## src/hdl/rwcp_pkg.sv

```systemverilog
`timescale 1ns / 1ps
`default_nettype none
// ----------------------------------------------------------------------------
// RIFF/WAVE chunk parser package
// Chunk identifiers, result kind codes and the front-to-back descriptor.
// ----------------------------------------------------------------------------
package rwcp_pkg;

    // Four-character codes as little-endian 32-bit words
    localparam logic [31:0] ID_RIFF = 32'h4646_4952;
    localparam logic [31:0] ID_WAVE = 32'h4556_4157;
    localparam logic [31:0] ID_FMT  = 32'h2074_6d66;
    localparam logic [31:0] ID_DATA = 32'h6174_6164;

    localparam logic [1:0] KIND_SAMPLE = 2'd0;
    localparam logic [1:0] KIND_REJECT = 2'd1;
    localparam logic [1:0] KIND_TOTAL  = 2'd2;

    // Work for the back end caused by one accepted byte
    typedef struct packed {
        logic        sample;   // emit a sample byte
        logic        reject;   // emit a header rejection
        logic        total;    // emit the end-of-file total (after any sample)
        logic [7:0]  byte_val;
        logic [31:0] sum;
    } desc_t;

endpackage
`default_nettype wire

```

## src/hdl/rwcp_front.sv

```systemverilog
`timescale 1ns / 1ps
`default_nettype none
// ----------------------------------------------------------------------------
// RIFF/WAVE chunk parser front end
// Tracks header/chunk phase per byte and pushes result descriptors.
// ----------------------------------------------------------------------------
module rwcp_front
(
    input  wire logic            clk,
    input  wire logic            rst_n,
    input  wire logic            in_valid,
    input  wire logic            queue_full,
    input  wire logic [7:0]      file_byte,
    input  wire logic            last_of_file,
    input  wire logic            pad_odd_chunks,
    output logic                 push,
    output rwcp_pkg::desc_t      push_desc
);

    typedef enum logic [2:0] {
        PH_MASTER  = 3'd0,
        PH_HEADER  = 3'd1,
        PH_PAYLOAD = 3'd2,
        PH_PAD     = 3'd3,
        PH_REJECT  = 3'd4
    } phase_t;

    phase_t      phase_reg,   phase_next;
    logic [3:0]  cnt_reg,     cnt_next;
    logic [31:0] id_reg,      id_next;
    logic [31:0] size_reg,    size_next;
    logic [31:0] remain_reg,  remain_next;
    logic        is_data_reg, is_data_next;
    logic        pad_reg,     pad_next;
    logic [31:0] total_reg,   total_next;

    logic        accept;
    logic        bad;
    logic [32:0] sum_wide;
    rwcp_pkg::desc_t d;

    assign accept = in_valid && !queue_full;

    always_comb
    begin
        phase_next   = phase_reg;
        cnt_next     = cnt_reg;
        id_next      = id_reg;
        size_next    = size_reg;
        remain_next  = remain_reg;
        is_data_next = is_data_reg;
        pad_next     = pad_reg;
        total_next   = total_reg;
        bad          = 1'b0;
        sum_wide     = {1'b0, total_reg} + {1'b0, size_reg};
        d            = '0;

        unique case (phase_reg)
            PH_MASTER:
            begin
                if (cnt_reg < 4'd4 || cnt_reg >= 4'd8)
                    id_next = {file_byte, id_reg[31:8]};
                else
                    size_next = {file_byte, size_reg[31:8]};
                cnt_next = cnt_reg + 4'd1;
                if (cnt_reg == 4'd3 && id_next != rwcp_pkg::ID_RIFF)
                    bad = 1'b1;
                if (cnt_reg == 4'd11)
                begin
                    if (id_next != rwcp_pkg::ID_WAVE)
                        bad = 1'b1;
                    else
                    begin
                        phase_next = PH_HEADER;
                        cnt_next   = 4'd0;
                    end
                end
                if (bad)
                begin
                    d.reject   = 1'b1;
                    phase_next = PH_REJECT;
                end
                else if (last_of_file && phase_next == PH_MASTER)
                    d.reject = 1'b1;   // file ended inside the master header
            end
            PH_HEADER:
            begin
                if (cnt_reg < 4'd4)
                    id_next = {file_byte, id_reg[31:8]};
                else
                    size_next = {file_byte, size_reg[31:8]};
                cnt_next = cnt_reg + 4'd1;
                if (cnt_reg == 4'd7)
                begin
                    remain_next  = size_next;
                    is_data_next = (id_next == rwcp_pkg::ID_DATA);
                    pad_next     = pad_odd_chunks & size_next[0];
                    sum_wide     = {1'b0, total_reg} + {1'b0, size_next};
                    if (is_data_next)
                        total_next = sum_wide[32] ? 32'hffff_ffff : sum_wide[31:0];
                    cnt_next = 4'd0;
                    if (size_next == 32'd0)
                        phase_next = pad_next ? PH_PAD : PH_HEADER;
                    else
                        phase_next = PH_PAYLOAD;
                end
            end
            PH_PAYLOAD:
            begin
                d.sample    = is_data_reg;
                d.byte_val  = file_byte;
                remain_next = remain_reg - 32'd1;
                if (remain_reg == 32'd1)
                begin
                    phase_next = pad_reg ? PH_PAD : PH_HEADER;
                    cnt_next   = 4'd0;
                end
            end
            PH_PAD:
            begin
                pad_next   = 1'b0;
                phase_next = PH_HEADER;
                cnt_next   = 4'd0;
            end
            default:
            begin
                // rejected file (and unused codes): swallow bytes
            end
        endcase

        if (last_of_file)
        begin
            if (phase_next == PH_HEADER || phase_next == PH_PAYLOAD || phase_next == PH_PAD)
            begin
                d.total = 1'b1;
                d.sum   = total_next;
            end
            phase_next   = PH_MASTER;
            cnt_next     = 4'd0;
            id_next      = '0;
            size_next    = '0;
            remain_next  = '0;
            is_data_next = 1'b0;
            pad_next     = 1'b0;
            total_next   = '0;
        end
    end

    assign push      = accept && (d.sample || d.reject || d.total);
    assign push_desc = d;

    always_ff @(posedge clk or negedge rst_n)
    begin
        if (!rst_n)
        begin
            phase_reg   <= PH_MASTER;
            cnt_reg     <= '0;
            id_reg      <= '0;
            size_reg    <= '0;
            remain_reg  <= '0;
            is_data_reg <= 1'b0;
            pad_reg     <= 1'b0;
            total_reg   <= '0;
        end
        else if (accept)
        begin
            phase_reg   <= phase_next;
            cnt_reg     <= cnt_next;
            id_reg      <= id_next;
            size_reg    <= size_next;
            remain_reg  <= remain_next;
            is_data_reg <= is_data_next;
            pad_reg     <= pad_next;
            total_reg   <= total_next;
        end
    end

endmodule
`default_nettype wire

```

## src/hdl/rwcp_queue.sv

```systemverilog
`timescale 1ns / 1ps
`default_nettype none
// ----------------------------------------------------------------------------
// RIFF/WAVE chunk parser descriptor queue
// Small register FIFO between front and back ends.
// ----------------------------------------------------------------------------
module rwcp_queue
#(
    parameter int DEPTH = 4
)
(
    input  wire logic            clk,
    input  wire logic            rst_n,
    input  wire logic            push,
    input  wire rwcp_pkg::desc_t push_desc,
    input  wire logic            pop,
    output logic                 full,
    output logic                 empty,
    output rwcp_pkg::desc_t      head
);

    localparam int PTR_W = (DEPTH > 1) ? $clog2(DEPTH) : 1;
    localparam int CNT_W = $clog2(DEPTH + 1);
    localparam logic [PTR_W-1:0] LAST_PTR = PTR_W'(DEPTH - 1);
    localparam logic [CNT_W-1:0] FULL_CNT = CNT_W'(DEPTH);

    rwcp_pkg::desc_t  mem_reg [DEPTH];
    logic [PTR_W-1:0] wr_ptr_reg, wr_ptr_next;
    logic [PTR_W-1:0] rd_ptr_reg, rd_ptr_next;
    logic [CNT_W-1:0] count_reg,  count_next;
    logic             do_push;
    logic             do_pop;

    assign full    = (count_reg == FULL_CNT);
    assign empty   = (count_reg == '0);
    assign head    = mem_reg[rd_ptr_reg];
    assign do_push = push && !full;
    assign do_pop  = pop && !empty;

    always_comb
    begin
        wr_ptr_next = wr_ptr_reg;
        rd_ptr_next = rd_ptr_reg;
        count_next  = count_reg;
        if (do_push)
            wr_ptr_next = (wr_ptr_reg == LAST_PTR) ? '0 : wr_ptr_reg + PTR_W'(1);
        if (do_pop)
            rd_ptr_next = (rd_ptr_reg == LAST_PTR) ? '0 : rd_ptr_reg + PTR_W'(1);
        if (do_push && !do_pop)
            count_next = count_reg + CNT_W'(1);
        else if (do_pop && !do_push)
            count_next = count_reg - CNT_W'(1);
    end

    always_ff @(posedge clk or negedge rst_n)
    begin
        if (!rst_n)
        begin
            wr_ptr_reg <= '0;
            rd_ptr_reg <= '0;
            count_reg  <= '0;
        end
        else
        begin
            wr_ptr_reg <= wr_ptr_next;
            rd_ptr_reg <= rd_ptr_next;
            count_reg  <= count_next;
        end
    end

    always_ff @(posedge clk)
    begin
        if (do_push)
            mem_reg[wr_ptr_reg] <= push_desc;
    end

endmodule
`default_nettype wire

```

## src/hdl/rwcp_back.sv

```systemverilog
`timescale 1ns / 1ps
`default_nettype none
// ----------------------------------------------------------------------------
// RIFF/WAVE chunk parser back end
// Expands descriptors into result transfers through an output register.
// ----------------------------------------------------------------------------
module rwcp_back
(
    input  wire logic            clk,
    input  wire logic            rst_n,
    input  wire logic            queue_empty,
    input  wire rwcp_pkg::desc_t head,
    output logic                 pop,
    output logic                 out_valid,
    input  wire logic            out_stall,
    output logic [1:0]           kind,
    output logic [7:0]           sample_byte,
    output logic [31:0]          data_total,
    output logic                 end_of_run
);

    logic        valid_reg,  valid_next;
    logic        second_reg, second_next;   // sample sent, total still owed
    logic [1:0]  kind_reg,   kind_next;
    logic [7:0]  byte_reg,   byte_next;
    logic [31:0] total_reg,  total_next;
    logic        eor_reg,    eor_next;
    logic        load;

    assign load = !valid_reg || !out_stall;

    always_comb
    begin
        valid_next  = valid_reg;
        second_next = second_reg;
        kind_next   = kind_reg;
        byte_next   = byte_reg;
        total_next  = total_reg;
        eor_next    = eor_reg;
        pop         = 1'b0;
        if (load)
        begin
            valid_next = !queue_empty;
            if (!queue_empty)
            begin
                byte_next  = 8'd0;
                total_next = 32'd0;
                eor_next   = 1'b1;
                if (second_reg)
                begin
                    kind_next   = rwcp_pkg::KIND_TOTAL;
                    total_next  = head.sum;
                    second_next = 1'b0;
                    pop         = 1'b1;
                end
                else if (head.sample)
                begin
                    kind_next = rwcp_pkg::KIND_SAMPLE;
                    byte_next = head.byte_val;
                    if (head.total)
                    begin
                        eor_next    = 1'b0;
                        second_next = 1'b1;
                    end
                    else
                        pop = 1'b1;
                end
                else if (head.reject)
                begin
                    kind_next = rwcp_pkg::KIND_REJECT;
                    pop       = 1'b1;
                end
                else
                begin
                    kind_next  = rwcp_pkg::KIND_TOTAL;
                    total_next = head.sum;
                    pop        = 1'b1;
                end
            end
        end
    end

    always_ff @(posedge clk or negedge rst_n)
    begin
        if (!rst_n)
        begin
            valid_reg  <= 1'b0;
            second_reg <= 1'b0;
        end
        else
        begin
            valid_reg  <= valid_next;
            second_reg <= second_next;
        end
    end

    always_ff @(posedge clk)
    begin
        kind_reg  <= kind_next;
        byte_reg  <= byte_next;
        total_reg <= total_next;
        eor_reg   <= eor_next;
    end

    assign out_valid   = valid_reg;
    assign kind        = kind_reg;
    assign sample_byte = byte_reg;
    assign data_total  = total_reg;
    assign end_of_run  = eor_reg;

endmodule
`default_nettype wire

```

## src/hdl/riff_wave_chunk_parser_unit.sv

```systemverilog
// Path: a byte's result is written into the descriptor queue, then into the output register.
// Throughput: one file byte per cycle while the descriptor queue is not full (in_stall);
//   the last byte of a file inside a data payload yields two results, a sample and then
//   the total, both from one queued descriptor.
// Reset: rst_n asynchronously clears parser state, the queue and the output valid;
//   pad_odd_chunks resets to 0. No clearing pass is needed.
`timescale 1ns / 1ps
`default_nettype none
// ----------------------------------------------------------------------------
// RIFF/WAVE chunk parser
// Checks the RIFF/WAVE master header, walks chunk headers, forwards the
// payload of data chunks and reports the total data size at end of file.
// ----------------------------------------------------------------------------
module riff_wave_chunk_parser_unit
#(
    parameter int QUEUE_DEPTH = 4
)
(
    input  wire logic        clk,
    input  wire logic        rst_n,
    // configuration: pad_odd_chunks
    input  wire logic        cfg_write_en,
    input  wire logic        cfg_write_data,
    // byte input channel
    input  wire logic        in_valid,
    output logic             in_stall,
    input  wire logic [7:0]  file_byte,
    input  wire logic        last_of_file,
    // result channel
    output logic             out_valid,
    input  wire logic        out_stall,
    output logic [1:0]       kind,
    output logic [7:0]       sample_byte,
    output logic [31:0]      data_total,
    output logic             end_of_run
);

    logic            pad_odd_chunks_reg;
    logic            q_full;
    logic            q_empty;
    logic            q_push;
    logic            q_pop;
    rwcp_pkg::desc_t q_push_desc;
    rwcp_pkg::desc_t q_head;

    // Config register; sampled by the front end when a chunk header completes
    always_ff @(posedge clk or negedge rst_n)
    begin
        if (!rst_n)
            pad_odd_chunks_reg <= 1'b0;
        else if (cfg_write_en)
            pad_odd_chunks_reg <= cfg_write_data;
    end

    // Byte transfers stall only when the descriptor queue is full, so the
    // input keeps moving while a result waits at the output.
    assign in_stall = q_full;

    // Front end: phase tracking, header checks, chunk size bookkeeping
    rwcp_front u_front
    (
        .clk            (clk),
        .rst_n          (rst_n),
        .in_valid       (in_valid),
        .queue_full     (q_full),
        .file_byte      (file_byte),
        .last_of_file   (last_of_file),
        .pad_odd_chunks (pad_odd_chunks_reg),
        .push           (q_push),
        .push_desc      (q_push_desc)
    );

    // Descriptor queue decouples parsing from output back-pressure
    rwcp_queue #(
        .DEPTH (QUEUE_DEPTH)
    ) u_queue
    (
        .clk       (clk),
        .rst_n     (rst_n),
        .push      (q_push),
        .push_desc (q_push_desc),
        .pop       (q_pop),
        .full      (q_full),
        .empty     (q_empty),
        .head      (q_head)
    );

    // Back end: one result transfer per cycle from queued descriptors while out_stall is low
    rwcp_back u_back
    (
        .clk         (clk),
        .rst_n       (rst_n),
        .queue_empty (q_empty),
        .head        (q_head),
        .pop         (q_pop),
        .out_valid   (out_valid),
        .out_stall   (out_stall),
        .kind        (kind),
        .sample_byte (sample_byte),
        .data_total  (data_total),
        .end_of_run  (end_of_run)
    );

endmodule
`default_nettype wire
```

## config.mk

```make
export PLATFORM = sky130hd
export DESIGN_NAME = riff_wave_chunk_parser_unit
export DESIGN_NICKNAME = d
export VERILOG_FILES = /design/src/hdl/rwcp_pkg.sv /design/src/hdl/rwcp_front.sv /design/src/hdl/rwcp_queue.sv /design/src/hdl/rwcp_back.sv /design/src/hdl/riff_wave_chunk_parser_unit.sv
export SDC_FILE = /design/constraint.sdc
export NUM_CORES = 1
export LEC_CHECK = 0
export ABC_AREA = 1
export BUFFER_PORTS_ARGS = -buffer_cell sky130_fd_sc_hd__buf_2
export CAP_MARGIN = 20
export CORE_MARGIN = 1.5
export CORE_UTILIZATION = 31
export CTS_CLUSTER_SIZE = 20
export DETAILED_ROUTE_END_ITERATION = 16
export PLACE_DENSITY_LB_ADDON = 0.08
export SYNTH_ARGS = -nofsm -noshare
export SYNTH_HDL_FRONTEND = slang
export SYNTH_SLANG_ARGS = --single-unit
```

## constraint.sdc

```tcl
create_clock -name clk -period 5.1 [get_ports clk]
set_input_delay 0.765 -clock clk [delete_from_list [all_inputs] [get_ports clk]]
set_output_delay 0.765 -clock clk [all_outputs]
set_load 0.05 [all_outputs]
```

; Yosys cells after proc, flatten, opt, wreduce, memory -nomap -nowiden
; Memory sizes are Yosys's and may differ from the RTL's.
; Index checks and enable logic that the tools add are counted.
[totals]
ff_bits = 190
ram_bits = 172
inputBits = 15
output_inout_bits = 45
word_cells = 165
n_memories = 1
[op_classes]
add_sub_neg = 7
magnitude_cmp = 2
n_eq_ne = 19
muxes = 74
bitwise = 3
n_reduce_logical = 40
[mem_list]
columns = memory, words, width, rd, rd_ports_with_merged_regs, write_ports, line
row1 = u_queue.mem_reg, 4, 43, 1, 0, 1, rwcp_queue.sv:27  ; rwcp_pkg::desc_t mem_reg [DEPTH];
[op_table]
columns = cell, n
row1 = 32-bit 2-to-1 mux, 21
row2 = 32-bit case mux with 2 select lines, 3
row3 = "32-bit by 31-bit != test with 1-bit output, second input constant", 2
row4 = 32-bit by 32-bit adder with 33-bit output, 1
row5 = "32-bit by 1-bit == test with 1-bit output, second input constant", 1
row6 = "32-bit by 31-bit == test with 1-bit output, second input constant", 1
row7 = 32-bit logical NOT, 1
row8 = "32-bit by 1-bit subtractor with 32-bit output, second input constant", 1
row9 = 3-bit 2-to-1 mux, 10
row10 = 1-bit 2-to-1 mux, 25
row11 = 4-bit 2-to-1 mux, 5
row12 = 4-bit case mux with 4 select lines, 1
row13 = 3-bit AND reduction, 5
row14 = "3-bit by 2-bit == test with 1-bit output, second input constant", 4
row15 = 2-bit 2-to-1 mux, 6
row16 = 3-bit case mux with 4 select lines, 1
row17 = 3-bit logical NOT, 3
row18 = 3-bit nonzero test, 3
row19 = 1-bit logical AND, 8
row20 = 8-bit 2-to-1 mux, 1
row21 = "3-bit by 1-bit == test with 1-bit output, second input constant", 2
row22 = 1-bit logical NOT, 6
row23 = 1-bit logical OR, 6
row24 = "3-bit by 2-bit != test with 1-bit output, second input constant", 2
row25 = 19 further kinds, 26

; Longest topological paths before layout
; Gate-level depths: netlist of the first run.
[depth]
word_depth = 24
mapped_depth = 26
depth_no_buf = 24

; By module
; Synthesis of the first run repeated with hierarchy kept, for this count alone.
[hier_totals]
hier_cells = 2533
area_unflattened_um2 = 20567.2
[modules_own_cells]
columns = mod, instances, cells_each, area_each_um2
row1 = rwcp_front, 1, 1820, 11462.2
row2 = rwcp_queue, 1, 562, 7225.7
row3 = rwcp_back, 1, 146, 1839.3
row4 = riff_wave_chunk_parser_unit, 1, 5, 40.0

; Least setup slack after synthesis of the first run
; No wires, ideal clock.
[synth_timing]
path_type = reg-to-reg
start = register u_front.cnt_reg[3]
end = memory u_queue.mem_reg[0][0] (netlist bit) (enable)
setup_ns = 0.444
arrival_time_ns = 3.868
path_slack_ns = 0.788
path_stages_with_launch = 20
path_buffers = 2
synth_period_minus_slack_ns = 4.312
cell_sequence = dfrtp_1 -> inv_2 -> nand2_1 -> buf_4 -> buf_4 -> o21ai_0 -> nand2_1 -> nor2_1 -> nand2_1 -> nor2_1 -> nand2_1 -> nand2_1 -> nand2_1 -> nand2_1 -> nand2_1 -> nor2_1 -> nand2_2 -> nand2_2 -> nand2_2 -> nor2_1
[synth_via]
elab_chain_len = 22
[synth_rtl]
columns = element, line
row1 = from (decl), rwcp_front.sv:29  ; logic [3:0] cnt_reg, cnt_next;
row2 = from (signal assigned), rwcp_front.sv:168  ; cnt_reg <= cnt_next;
row3 = 4-bit by 3-bit less-than comparator with 1-bit output / 4-bit >= comparator (equally long branches), "rwcp_front.sv:61, rwcp_front.sv:88"
row4 = 1-bit logical OR, rwcp_front.sv:61  ; if (cnt_reg < 4'd4 || cnt_reg >= 4'd8)
row5 = 32-bit 2-to-1 mux, rwcp_front.sv:61
row6 = 32-bit 2-to-1 mux, rwcp_front.sv:58  ; unique case (phase_reg)
row7 = 32-bit by 31-bit != test with 1-bit output, rwcp_front.sv:66  ; if (cnt_reg == 4'd3 && id_next != rwcp_pkg::ID_RIFF)
row8 = 1-bit logical AND, rwcp_front.sv:66
row9 = 1-bit 2-to-1 mux, rwcp_front.sv:66
row10 = 1-bit 2-to-1 mux, rwcp_front.sv:70  ; if (id_next != rwcp_pkg::ID_WAVE)
row11 = [... 5 more ...], --
row12 = 1-bit logical OR (2 in a row), rwcp_front.sv:133  ; if (phase_next == PH_HEADER || phase_next == PH_PAYLOAD || phase_next == PH_PAD)
row13 = 1-bit 2-to-1 mux, rwcp_front.sv:133
row14 = 1-bit 2-to-1 mux, rwcp_front.sv:131  ; if (last_of_file)
row15 = 1-bit logical OR (*), rwcp_front.sv:149  ; assign push = accept && (d.sample || d.reject || d.total);
row16 = 1-bit logical AND (*), rwcp_front.sv:149
row17 = 1-bit logical AND (*), rwcp_queue.sv:37  ; assign do_push = push && !full;
row18 = 1-bit 2-to-1 mux (*), rwcp_queue.sv:73  ; if (do_push)
row19 = 1-bit 2-to-1 mux (implied by the code) (*), rwcp_queue.sv:74  ; mem_reg[wr_ptr_reg] <= push_desc;
row20 = to (decl), rwcp_queue.sv:27
; Mark *: on every way between the ends. The rest lies on a longest branch, timed or not. The select of a mux whose other input is x is not followed.

==> metrics.md, run 1 <==
| Metric | Value |
|---|---|
| Crit path time final | `approximately 4.2 ns` |
| Nets | `between 2000 and 2500` |
| RePlAce Congestion | `between 0.9 and 1` |
| Core area | `approximately 63000 µm²` |
| Die W | `about 260 µm` |
| Multi-input gate area | `between 8000 and 9000 µm²` |
| Gr ovfl total | `0` |
| Overall Global Routing Usage | `between 10% and 20%` |
| Fin. max-slew vios | `0` |
| Netlist cell types | `48` |
| Largest cells by area after synthesis | `edfxtp_1, dfrtp_1, nand2_1, nor2_1, o21ai_0` |
| Worst Path Arrival | `between 4 and 5 ns` |
| Synth Flop Type | `edfxtp_1` |
| Die Ht | `255 µm` |
| Crit-path max FO | `24` |
| Setup Buffers After CTS | `0` |
| Initial Util | `between 30% and 40%` |
| Pin count of the biggest net entering global routing | `97` |
| Fin crit share | `between 80% and 90%` |
| Max VDD drop | `between 200 and 250 µV` |
| Maxcap violations | `0` |
| Detailed placement HPWL | `about 42000 µm` |
| Synthesis-to-layout area growth | `14.2%` |
| Die area | `between 60000 and 70000 µm²` |
| Quantity of gates resized following cts | `0` |
| TritonCTS buffer count | `44` |
| Leakage | `0.00980 µW` |
| Final ANT Viol Nets | `0` |
| Fmax | `between 0.2 and 0.25 GHz` |
| Setup TNS Final | `0 ns` |
| Sequential fraction of the synthesis area | `just over 50%` |
| Fin worst setup slack | `roughly 0.85 ns` |
| Vias per Instance | `just under 5` |
| Syn nets | `approximately 2500` |
| DRC | `0` |
| Antenna violations before repair | `0` |
| Status | `finished clean` |
| Hold buffer count at CTS | `0` |
| Hold Path Class | `primary input to asynchronous set/reset pin` |
| Crit Path Class | `flip-flop to flip-flop` |
| Most area-hungry cell type in the Yosys netlist | `edfxtp_1` |
| CTS clock-pin slew for the worst setup and hold paths | `0.06 ns` |
| Rows | `92` |
| Number of diodes | `0` |
| Crit path launch type | `flip-flop` |
| DRT Wirelength | `a little over 60000 µm` |
| Storage cell area | `~10000 µm²` |
| Clk Latency, worst-skew pair | `0.59 ns` |
| Worst slew margin relative to its limit | `39.8%` |
| Worst-Margin Slew | `approximately 0.90 ns` |
| Final hold viol count | `0` |
| Clock Tree Root | `clkbuf_16` |
| Synth top area share | `between 30% and 40%` |
| Fillers | `about 6600` |
| H-tree depth | `2` |
| Synth Cell Area | `~20000 µm²` |
| Routed vias | `16200` |
| Clk sink count | `around 360` |
| First-pass GRT wire length | `~95000 µm` |
| RSZ-0062 raised after global routing | `false` |
| Worst Path Required | `between 5 and 6 ns` |
| Largest register FFs | `about 170` |
| Final setup violating endpoints | `0` |
| Clock Skews | `~0.027 ns` |
| EDFF count, synth | `215` |
| Clock Path Buffers | `3` |
| #FFs+latches synth | `362` |
| CTS tree | `yes` |
| Reg2Reg Setup Slack | `around 0.85 ns` |
| Drt pass-1 iters | `5` |
| Post-Syn Area per Cell | `~8.2 µm²` |
| Power Density | `between 500 and 600 nW/µm²` |
| DP Worst Slack | `between 0.9 and 1 ns` |
| Final Power | `13500 µW` |
| Layout cells sized above 1 | `under 10%` |
| CP Capture Type | `flip-flop` |
| FFs w/ async S/R, synth | `a little over 40%` |
| Vias in the first global route | `~16000` |
| YS warnings | `0` |
| I/O pin count | `60` |
| # port buffers | `59` |
| Drt initial violations | `1056` |
| Syn Inst Count | `~2400` |
| Hold slack | `between 0.1 and 0.15 ns` |
| Routed WL per cell | `18.5 µm` |
final cells by class:
| type | instances | share of cell area, % |
|---|---|---|
| repair buffers | 100 | 3.03 |
| flip-flops and latches | 362 | 44.9 |
| inverters | 220 | 3.66 |
| well taps | 846 | 4.69 |
| clock buffers | 52 | 5.06 |
| multi-input cells | 1706 | 37.1 |
| clock inverters | 30 | 1.49 |
synth_stat cells (7+ instances only):
| library cell | count |
|---|---|
| o21a_1 | 7 |
| buf_4 | 8 |
| edfxtp_1 | 215 |
| clkbuf_1 | 63 |
| ha_1 | 41 |
| nand4_1 | 27 |
| xor2_1 | 33 |
| o211ai_1 | 8 |
| nor2_1 | 372 |
| nor4_1 | 9 |
| buf_1 | 9 |
| o21ai_0 | 275 |
| nor3_1 | 18 |
| a21oi_1 | 122 |
| buf_2 | 23 |
| xnor2_1 | 11 |
| nand3_1 | 70 |
| or2_2 | 32 |
| dfrtp_1 | 147 |
| o21ai_1 | 13 |
| nand2_2 | 13 |
| o21bai_1 | 7 |
| inv_1 | 214 |
| nand2_1 | 538 |
| o22ai_1 | 49 |
| a22oi_1 | 21 |
cells in the final DEF (no fill, tap or decap), types with 3 or more instances in the layout:
master     count
a21o_1         5
a21oi_1      122
a22oi_1       21
a2bb2oi_1      5
a31oi_1        4
buf_12         6
buf_2         58
buf_4         35
bufinv_16      6
clkbuf_1       7
clkbuf_16     44
clkinv_1      10
clkinv_2      11
dfrtp_1      146
edfxtp_1     215
ha_1          41
inv_1        213
inv_2          3
mux2i_1        3
nand2_1      537
nand2_2       14
nand3_1       70
nand3b_1       4
nand4_1       27
nor2_1       363
nor2_2         4
nor2_4         7
nor3_1        18
nor4_1         9
o211ai_1       8
o21a_1         7
o21ai_0      275
o21ai_1       12
o21bai_1       7
o22ai_1       49
or2_2         32
xnor2_1       11
xor2_1        33
power by group:
part           switching, µW  internal (µW)  leakage (µW)  total [µW]
Clock                   1310           1920      0.000725        3220
Sequential               352           3930       0.00397        4280
Combinational           4350           1600       0.00510        5950
Total                   6010           7450       0.00980       13500
stage by stage:
| step | area (µm²) | instances | util [%] |
|---|---|---|---|
| 2_1_floorplan | 19800 | 2395 | - |
| 3_3_place_gp | 21100 | 3234 | 33.4 |
| 3_5_place_dp | 21100 | 3234 | 33.4 |
| 4_1_cts | 22600 | 3316 | 35.8 |
| 5_1_grt | 22600 | 3316 | 35.8 |
| 6_report | 22600 | 3316 | 35.8 |
logic make-up after synthesis:
logic type | synth area share [%]
AND/OR/NAND/NOR | 22.4
AO/OA/AOI/OAI | 14.6
flip-flops | 51.3
buffers and inverters | 6.68
XOR/XNOR | 1.95
adder cells (fa/ha/maj) | 2.80
multiplexers | 0.266
path summary, 6_finish.rpt:
check	endpoint	startpoint	depth (start not counted)
max	u_queue.mem_reg[0][27]	u_front.cnt_reg[2]	19
min	u_front.id_reg[4]	rst_n	1
max reg2reg	u_queue.mem_reg[0][27]	u_front.cnt_reg[2]	19
min reg2reg	u_front.pad_reg	u_front.pad_reg	2
max in group asynchronous	u_front.total_reg[25]	rst_n	2
min in group clk	pad_odd_chunks_reg	cfg_write_data	2
critical path, stage by stage (launching register included):
cell and delay [ns]:
dfrtp_1 0.48, nor2_4 0.45, buf_4 0.33, nand2_1 0.07, o21ai_0 0.30, inv_1 0.21, ha_1 0.40, a21oi_1 0.20
o21ai_0 0.16, a21oi_1 0.21, nand2_1 0.15, nand3_1 0.14, nand2_1 0.08, buf_4 0.20, inv_1 0.14, nand2_1 0.07
nor2_1 0.12, nand2_2 0.08, nand2_1 0.09, nor2_1 0.07
per-layer routing:
metal / vias to the layer above / routed length (µm) / GRT usage, %
met2: 329 / 28300 / 30.6
met5: - / 0 / 0
li1: 8095 / - / -
met4: 0 / 1220 / 4.35
met1: 7742 / 29500 / 26.1
met3: 80 / 2380 / 2.68
(Power assumes the default switching activity.)
==> inputs of run 2 (changes only) <==
==> constraint.sdc (replaced) <==
create_clock -name clk -period 3.7 [get_ports clk]
set_input_delay 0.555 -clock clk [delete_from_list [all_inputs] [get_ports clk]]
set_output_delay 0.555 -clock clk [all_outputs]
set_load 0.05 [all_outputs]
==> run 2 against run 1 <==
  * Total power up 43%
  * Routed wire length is 3.3% higher
  * Non-clock buffer count up 124
  * Clock-buffer cell count up 14
  * Global-route usage grew 0.57 points
  * Clock power is 32% higher
  * Die area unchanged
  * Utilization rose by 1.9 points
  * Combinational power rose by 53%
  * Largest power group unchanged
  * Highest routed layer unchanged
==> metrics.md, run 2 (synthesis gave the netlist of run 1 again) <==
| Metric | Value |
|---|---|
| Initial Util | `31.3% (unchanged)` |
| Status | `finished clean (unchanged)` |
| CTS tree | `yes (unchanged)` |
| Final ANT Viol Nets | `0 (unchanged)` |
| Leakage | `0.0105 µW (was 0.00980 µW)` |
| Clock Skews | `0.0296 ns (was 0.0266 ns)` |
| # port buffers | `59 (unchanged)` |
| Nets | `2616 (was 2492)` |
| Die W | `255 µm (unchanged)` |
| Vias per Instance | `4.83 (was 4.90)` |
| Number of diodes | `0 (unchanged)` |
| Seq pwr share | `30.8% (was 31.8%)` |
| Max VDD drop | `342 µV (was 236 µV)` |
| Pin count of the biggest net entering global routing | `67 (was 97)` |
| CTS clock-pin slew for the worst setup and hold paths | `0.06 ns (about the same)` |
| Fmax | `0.283 GHz (was 0.235 GHz)` |
| Vias in the first global route | `16400 (was 15800)` |
| Gr ovfl total | `0 (unchanged)` |
| Fin cells | `3439 (was 3316)` |
| Rows | `92 (unchanged)` |
| Synthesis-to-layout area growth | `20.4% (was 14.2%)` |
| Fin. max-slew vios | `0 (unchanged)` |
| Clock Tree Root | `clkbuf_16 (unchanged)` |
| Crit path time final | `3.53 ns (was 4.25 ns)` |
| Layout cells sized above 1 | `15.9% (was 9.55%)` |
| DRC | `0 (unchanged)` |
| Most common cell after layout, fill and taps aside | `nand2_1 (unchanged)` |
| Routed WL per cell | `18.5 µm (about the same)` |
| Hold Path Class | `primary input to asynchronous set/reset pin (unchanged)` |
| Core area | `63100 µm² (unchanged)` |
| Worst Path Required | `3.99 ns (was 5.39 ns)` |
| Final setup violating endpoints | `0 (unchanged)` |
| Hold buffer count at CTS | `0 (unchanged)` |
| Final hold viol count | `0 (unchanged)` |
| Die Ht | `255 µm (unchanged)` |
| Commonest non-fill, non-tap cells in the layout | `nand2_1, nor2_1, o21ai_0 (unchanged)` |
| Worst-Margin Slew | `0.811 ns (was 0.898 ns)` |
| RSZ-0062 raised after global routing | `true (was false)` |
| First-pass GRT wire length | `98200 µm (was 95100 µm)` |
| Detailed placement HPWL | `45000 µm (was 41900 µm)` |
| DRT Wirelength | `63500 µm (was 61400 µm)` |
| Reg2reg start | `u_front.cnt_reg[3] (was u_front.cnt_reg[2])` |
| Clk Latency, worst-skew pair | `0.59 ns (about the same)` |
| I/O pin count | `60 (unchanged)` |
| Launching element of the worst setup path | `u_front.cnt_reg[3] (was u_front.cnt_reg[2])` |
| Switching Share | `44.2% (was 44.6%)` |
| Crit path launch type | `flip-flop (unchanged)` |
| Drt initial violations | `1074 (was 1056)` |
| Antenna violations before repair | `0 (unchanged)` |
| Layout Utilization | `37.7% (was 35.8%)` |
| Drt pass-1 iters | `6 (was 5)` |
| Die area | `65200 µm² (unchanged)` |
| Routed vias | `16600 (was 16200)` |
| Design area | `23800 µm² (was 22600 µm²)` |
| Worst Path Arrival | `3.83 ns (was 4.54 ns)` |
| Largest register FFs | `172 (unchanged)` |
| Crit-path max FO | `10 (was 24)` |
| Placed inst area | `22000 µm² (was 21100 µm²)` |
| Crit Path Class | `flip-flop to flip-flop (unchanged)` |
| Overall Global Routing Usage | `19.3% (was 18.7%)` |
| Worst slew margin relative to its limit | `45.8% (was 39.8%)` |
| Placed Instances | `3343 (was 3234)` |
| Clock Path Buffers | `3 (unchanged)` |
| H-tree depth | `2 (unchanged)` |
| Power Density | `811 nW/µm² (was 597 nW/µm²)` |
| Comb power frac | `47.2% (was 44.2%)` |
| CP Capture Type | `flip-flop (unchanged)` |
| Fillers | `6556 (was 6574)` |
| TritonCTS buffer count | `44 (unchanged)` |
| Clk pwr share | `22.0% (was 24.0%)` |
| Switching power | `8520 µW (was 6010 µW)` |
| RePlAce Congestion | `0.874 (was 0.920)` |
| Maxcap violations | `0 (unchanged)` |
| Fin crit share | `95.5% (was 83.3%)` |
| Clk sink count | `362 (unchanged)` |
| P_int | `10800 µW (was 7450 µW)` |
run 2: cell count changes in the layout (fill, tap and decap cells not counted), moves of 8 or more:
cell / change
buf_12: +8
buf_4: +112
clkbuf_1: +9
nor2_1: -22
nor2_2: +22
o21ai_0: -25
o21ai_1: +15
o21ai_2: +10
run 2: critical path, stage by stage, from the launching register on:
cell	delay, ns
dfrtp_1	0.40
nor2_4	0.23
buf_4	0.17
buf_12	0.11
nand2_1	0.04
o21ai_0	0.11
buf_4	0.20
inv_1	0.09
ha_1	0.18
inv_1	0.07
o21bai_1	0.14
a221oi_4	0.34
o21ai_1	0.14
a21oi_2	0.17
nand2_2	0.12
buf_4	0.16
buf_4	0.17
nor2_1	0.14
nand2_2	0.07
nand2_1	0.10
nor2_2	0.06
run 2: through the flow:
stage          hold slack [ns]  TNS (ns)  total power (µW)  setup WS (ns)
6_report                0.0200         0             19300          0.166
5_1_grt                 0.0467    -0.370             20700        -0.0392
4_1_cts                 0.0174         0             19300         0.0336
3_5_place_dp             0.475     -6.30             14900         -0.104
3_3_place_gp             0.471     -4.18             14900        -0.0852
2_1_floorplan            0.259   -105.24             11600         -0.612
run 2: final timing paths:
check | endpoint | slack [ns] | cells after the start
setup / recovery | u_queue.mem_reg[0][21] | 0.17 | 20
min in group clk | u_back.out_valid | 0.19 | 3
max in group asynchronous | u_front.total_reg[28] | 2.80 | 2
setup reg to reg | u_queue.mem_reg[0][21] | 0.17 | 20
hold / removal | u_front.id_reg[11] | 0.02 | 1
hold reg to reg | u_front.pad_reg | 0.48 | 2
run 2: repair_timing:
action	CTS	global route
pin swaps	1	10
buffers inserted	3	10
endpoints found under the hold margin	0	0
gates resized for setup	2	90
setup endpoints to repair	112	169
cloned	0	2
run 2: routing by layer:
metal	GRT usage [%]	share of wire, %	vias up
li1	-	-	8359
met5	0	0	-
met3	2.82	3.8	80
met1	27.4	49	7893
met2	30.3	45	286
met4	5.52	2.5	0
run 2: power groups by stage:
| stage | clock (µW) | combinational [µW] | sequential (µW) |
|---|---|---|---|
| finish | 4250 | 9100 | 5940 |
| global route | 4540 | 10100 | 6060 |
| CTS | 4380 | 8970 | 5930 |
| detailed placement | 0 | 8900 | 6000 |
| global placement | 0 | 8930 | 6000 |
| floorplan | 0 | 4860 | 6740 |
run 2: area by class of cell:
cell class              count  area (µm²)  share of cell area, %
clock inverters            15         154                  0.647
clock buffers              66        1240                   5.23
well taps                 846        1060                   4.45
repair buffers            224        1760                   7.39
multi-input cells        1706        8600                   36.2
inverters                 220         828                   3.48
flip-flops and latches    362       10100                   42.6
==> inputs of run 3 (changes only) <==
--- a/config.mk
+++ b/config.mk
@@ -10,6 +10,7 @@
 export CAP_MARGIN = 20
 export CORE_MARGIN = 1.5
 export CORE_UTILIZATION = 31
+export CTS_BUF_LIST = sky130_fd_sc_hd__clkbuf_4 sky130_fd_sc_hd__clkbuf_8 sky130_fd_sc_hd__clkbuf_16
 export CTS_CLUSTER_SIZE = 20
 export DETAILED_ROUTE_END_ITERATION = 16
 export PLACE_DENSITY_LB_ADDON = 0.08
==> constraint.sdc (replaced) <==
create_clock -name clk -period 3.7 [get_ports clk]
set_input_delay 0.74 -clock clk [delete_from_list [all_inputs] [get_ports clk]]
set_output_delay 0.74 -clock clk [all_outputs]
set_load 0.05 [all_outputs]
==> run 3 against run 2 <==
  * Clock power down 4%
  * Sequential cell count stayed put
  * Cell count decreased by 0.17%
  * Via count grew 1.0%
  * Sequential power barely moved
  * Clock skew increased by 0.00084 ns
  * Total power down 1.2%
  * Combinational power about the same
  * Worst hold slack better by 0.15 ns
  * Register-to-register slack improved by 0.02 ns
  * Maximum frequency grew 0.69%
  * Critical endpoint is now u_queue.mem_reg[0][29]
==> metrics.md, run 3 (synthesis gave the netlist of run 1 again) <==
| Metric | Value |
|---|---|
| H-tree depth | `2 (unchanged)` |
| Overall Global Routing Usage | `19.3% (about the same)` |
| Crit path time final | `3.51 ns (was 3.53 ns)` |
| Final Power | `19100 µW (was 19300 µW)` |
| Hold Path Class | `primary input to asynchronous set/reset pin (unchanged)` |
| Number of diodes | `0 (unchanged)` |
| Worst slew margin relative to its limit | `44.4% (was 45.8%)` |
| Design area | `23800 µm² (about the same)` |
| Status | `finished clean (unchanged)` |
| RePlAce Congestion | `0.914 (was 0.874)` |
| Maxcap violations | `0 (unchanged)` |
| Routed WL per cell | `18.6 µm (was 18.5 µm)` |
| Max VDD drop | `349 µV (was 342 µV)` |
| Vias per Instance | `4.89 (was 4.83)` |
| Layout cells sized above 1 | `16.1% (was 15.9%)` |
| Clk Latency, worst-skew pair | `0.59 ns (about the same)` |
| CP cell instances | `nor2_4 > buf_6 > buf_16 > nand2_1 > o21ai_0 > nand4_1 > nor4_1 > nand3_1 > inv_1 > buf_4 > or2_2 > nand2_1 > nor2_1 (was nor2_4 > buf_4 > buf_12 > nand2_1 > o21ai_0 > buf_4 > inv_1 > ha_1 > inv_1 > o21bai_1 > a221oi_4 > o21ai_1 > a21oi_2 > nand2_2 > buf_4 > buf_4 > nor2_1 > nand2_2 > nand2_1 > nor2_2)` |
| Largest register FFs | `172 (unchanged)` |
| Storage cell area | `10100 µm² (unchanged)` |
| Synthesis-to-layout area growth | `20.3% (was 20.4%)` |
| Final hold viol count | `0 (unchanged)` |
| I/O pin count | `60 (unchanged)` |
| TritonCTS buffer count | `43 (was 44)` |
| Rows | `92 (unchanged)` |
| Crit-path max FO | `30 (was 10)` |
| Most common cell after layout, fill and taps aside | `nand2_1 (unchanged)` |
| Reg2Reg Setup Slack | `0.19 ns (was 0.17 ns)` |
| WP buf/inv | `4 (was 7)` |
| Routed vias | `16800 (was 16600)` |
| CTS clock-pin slew for the worst setup and hold paths | `0.06 ns (about the same)` |
| Clk sink count | `362 (unchanged)` |
| DRT Wirelength | `63700 µm (was 63500 µm)` |
| CP max stage cell | `nor4_1 (was dfrtp_1)` |
| Multi-input gate area | `8590 µm² (was 8600 µm²)` |
| Fin crit share | `94.9% (was 95.5%)` |
| Crit path launch type | `flip-flop (unchanged)` |
| Worst-Margin Slew | `0.827 ns (was 0.811 ns)` |
| Nets | `2614 (was 2616)` |
| Die W | `255 µm (unchanged)` |
| Fin. max-slew vios | `0 (unchanged)` |
| Vias in the first global route | `16600 (was 16400)` |
| Final setup violating endpoints | `0 (unchanged)` |
| Layout Utilization | `37.7% (about the same)` |
| DRC | `0 (unchanged)` |
| Crit Path Class | `flip-flop to flip-flop (unchanged)` |
| Initial Util | `31.3% (unchanged)` |
| Drt initial violations | `1200 (was 1074)` |
| Clock Skews | `0.0304 ns (was 0.0296 ns)` |
| Fmax | `0.285 GHz (was 0.283 GHz)` |
| Hold buffer count at CTS | `0 (unchanged)` |
| Antenna violations before repair | `0 (unchanged)` |
| Commonest non-fill, non-tap cells in the layout | `nand2_1, nor2_1, o21ai_0 (unchanged)` |
| Die Ht | `255 µm (unchanged)` |
| Placed inst area | `22100 µm² (was 22000 µm²)` |
| Drt pass-1 iters | `6 (unchanged)` |
| Largest delay share family, worst path | `simple AND/OR/NAND/NOR gates (was buffers and inverters)` |
| Fillers | `6580 (was 6556)` |
| Detailed placement HPWL | `44900 µm (was 45000 µm)` |
| CTS tree | `yes (unchanged)` |
| Most used cell, CP | `nand2_1 (was buf_4)` |
| Core area | `63100 µm² (unchanged)` |
| Pin count of the biggest net entering global routing | `65 (was 67)` |
| Gr ovfl total | `0 (unchanged)` |
| First-pass GRT wire length | `98600 µm (was 98200 µm)` |
| Power Density | `803 nW/µm² (was 811 nW/µm²)` |
| Largest stage delay, worst path | `0.51 ns (was 0.40 ns)` |
| CP Capture Type | `flip-flop (unchanged)` |
| Leakage | `0.0105 µW (about the same)` |
| Clock Path Buffers | `3 (unchanged)` |
| Worst Path Arrival | `3.86 ns (was 3.83 ns)` |
| Clock Tree Root | `clkbuf_16 (unchanged)` |
| Die area | `65200 µm² (unchanged)` |
| Fin worst setup slack | `0.190 ns (was 0.166 ns)` |
| # port buffers | `59 (unchanged)` |
| Worst Path Required | `4.05 ns (was 3.99 ns)` |
| Final ANT Viol Nets | `0 (unchanged)` |
| DP Worst Slack | `0.00674 ns (was -0.104 ns)` |
-- run 3: timing repair --
item                                   4_1_cts  5_1_grt
resized for setup                            1       91
setup endpoints to repair                    8      279
endpoints found under the hold margin        0        0
pin swaps                                    0        4
buffers inserted                             0        3
gates cloned                                 0        2
-- run 3: final cells by class --
cell class | count | share of cell area (%)
inverter | 220 | 3.48
clock inverter | 17 | 0.500
tap | 846 | 4.45
multi-input combinational | 1706 | 36.1
sequential | 362 | 42.7
clock buffer | 59 | 5.09
timing repair buffer | 223 | 7.70
-- run 3: where the power goes --
group	internal, µW	total, µW	switching (µW)
registers	5420	5930	519
logic	2910	9080	6170
clock network	2300	4060	1760
total	10600	19100	8450
-- run 3: final timing paths --
path                                      from                      to  depth (start not counted)
setup / recovery            u_front.cnt_reg[2]  u_queue.mem_reg[0][29]                         13
hold / removal                           rst_n       u_front.id_reg[5]                          1
setup reg to reg            u_front.cnt_reg[2]  u_queue.mem_reg[0][29]                         13
hold reg to reg            u_front.is_data_reg     u_front.is_data_reg                          1
max in group asynchronous                rst_n  u_front.remain_reg[26]                          2
min in group clk                     out_stall        u_back.out_valid                          3
-- run 3: through the flow --
stage          hold WS, ns  setup TNS [ns]  instances
2_1_floorplan        0.444         -105.24       2395
3_5_place_dp         0.490               0       3352
4_1_cts              0.173               0       3428
6_report             0.173               0       3433
3_3_place_gp         0.469               0       3352
5_1_grt              0.211        -0.00816       3433
-- run 3: per-layer routing --
layer / track usage, % / wire [µm] / up-vias
met1: 27.1 / 30800 / 7999
li1: - / - / 8344
met2: 31.2 / 29000 / 355
met4: 5.39 / 1600 / 0
met3: 2.22 / 2320 / 91
met5: 0 / 0 / -
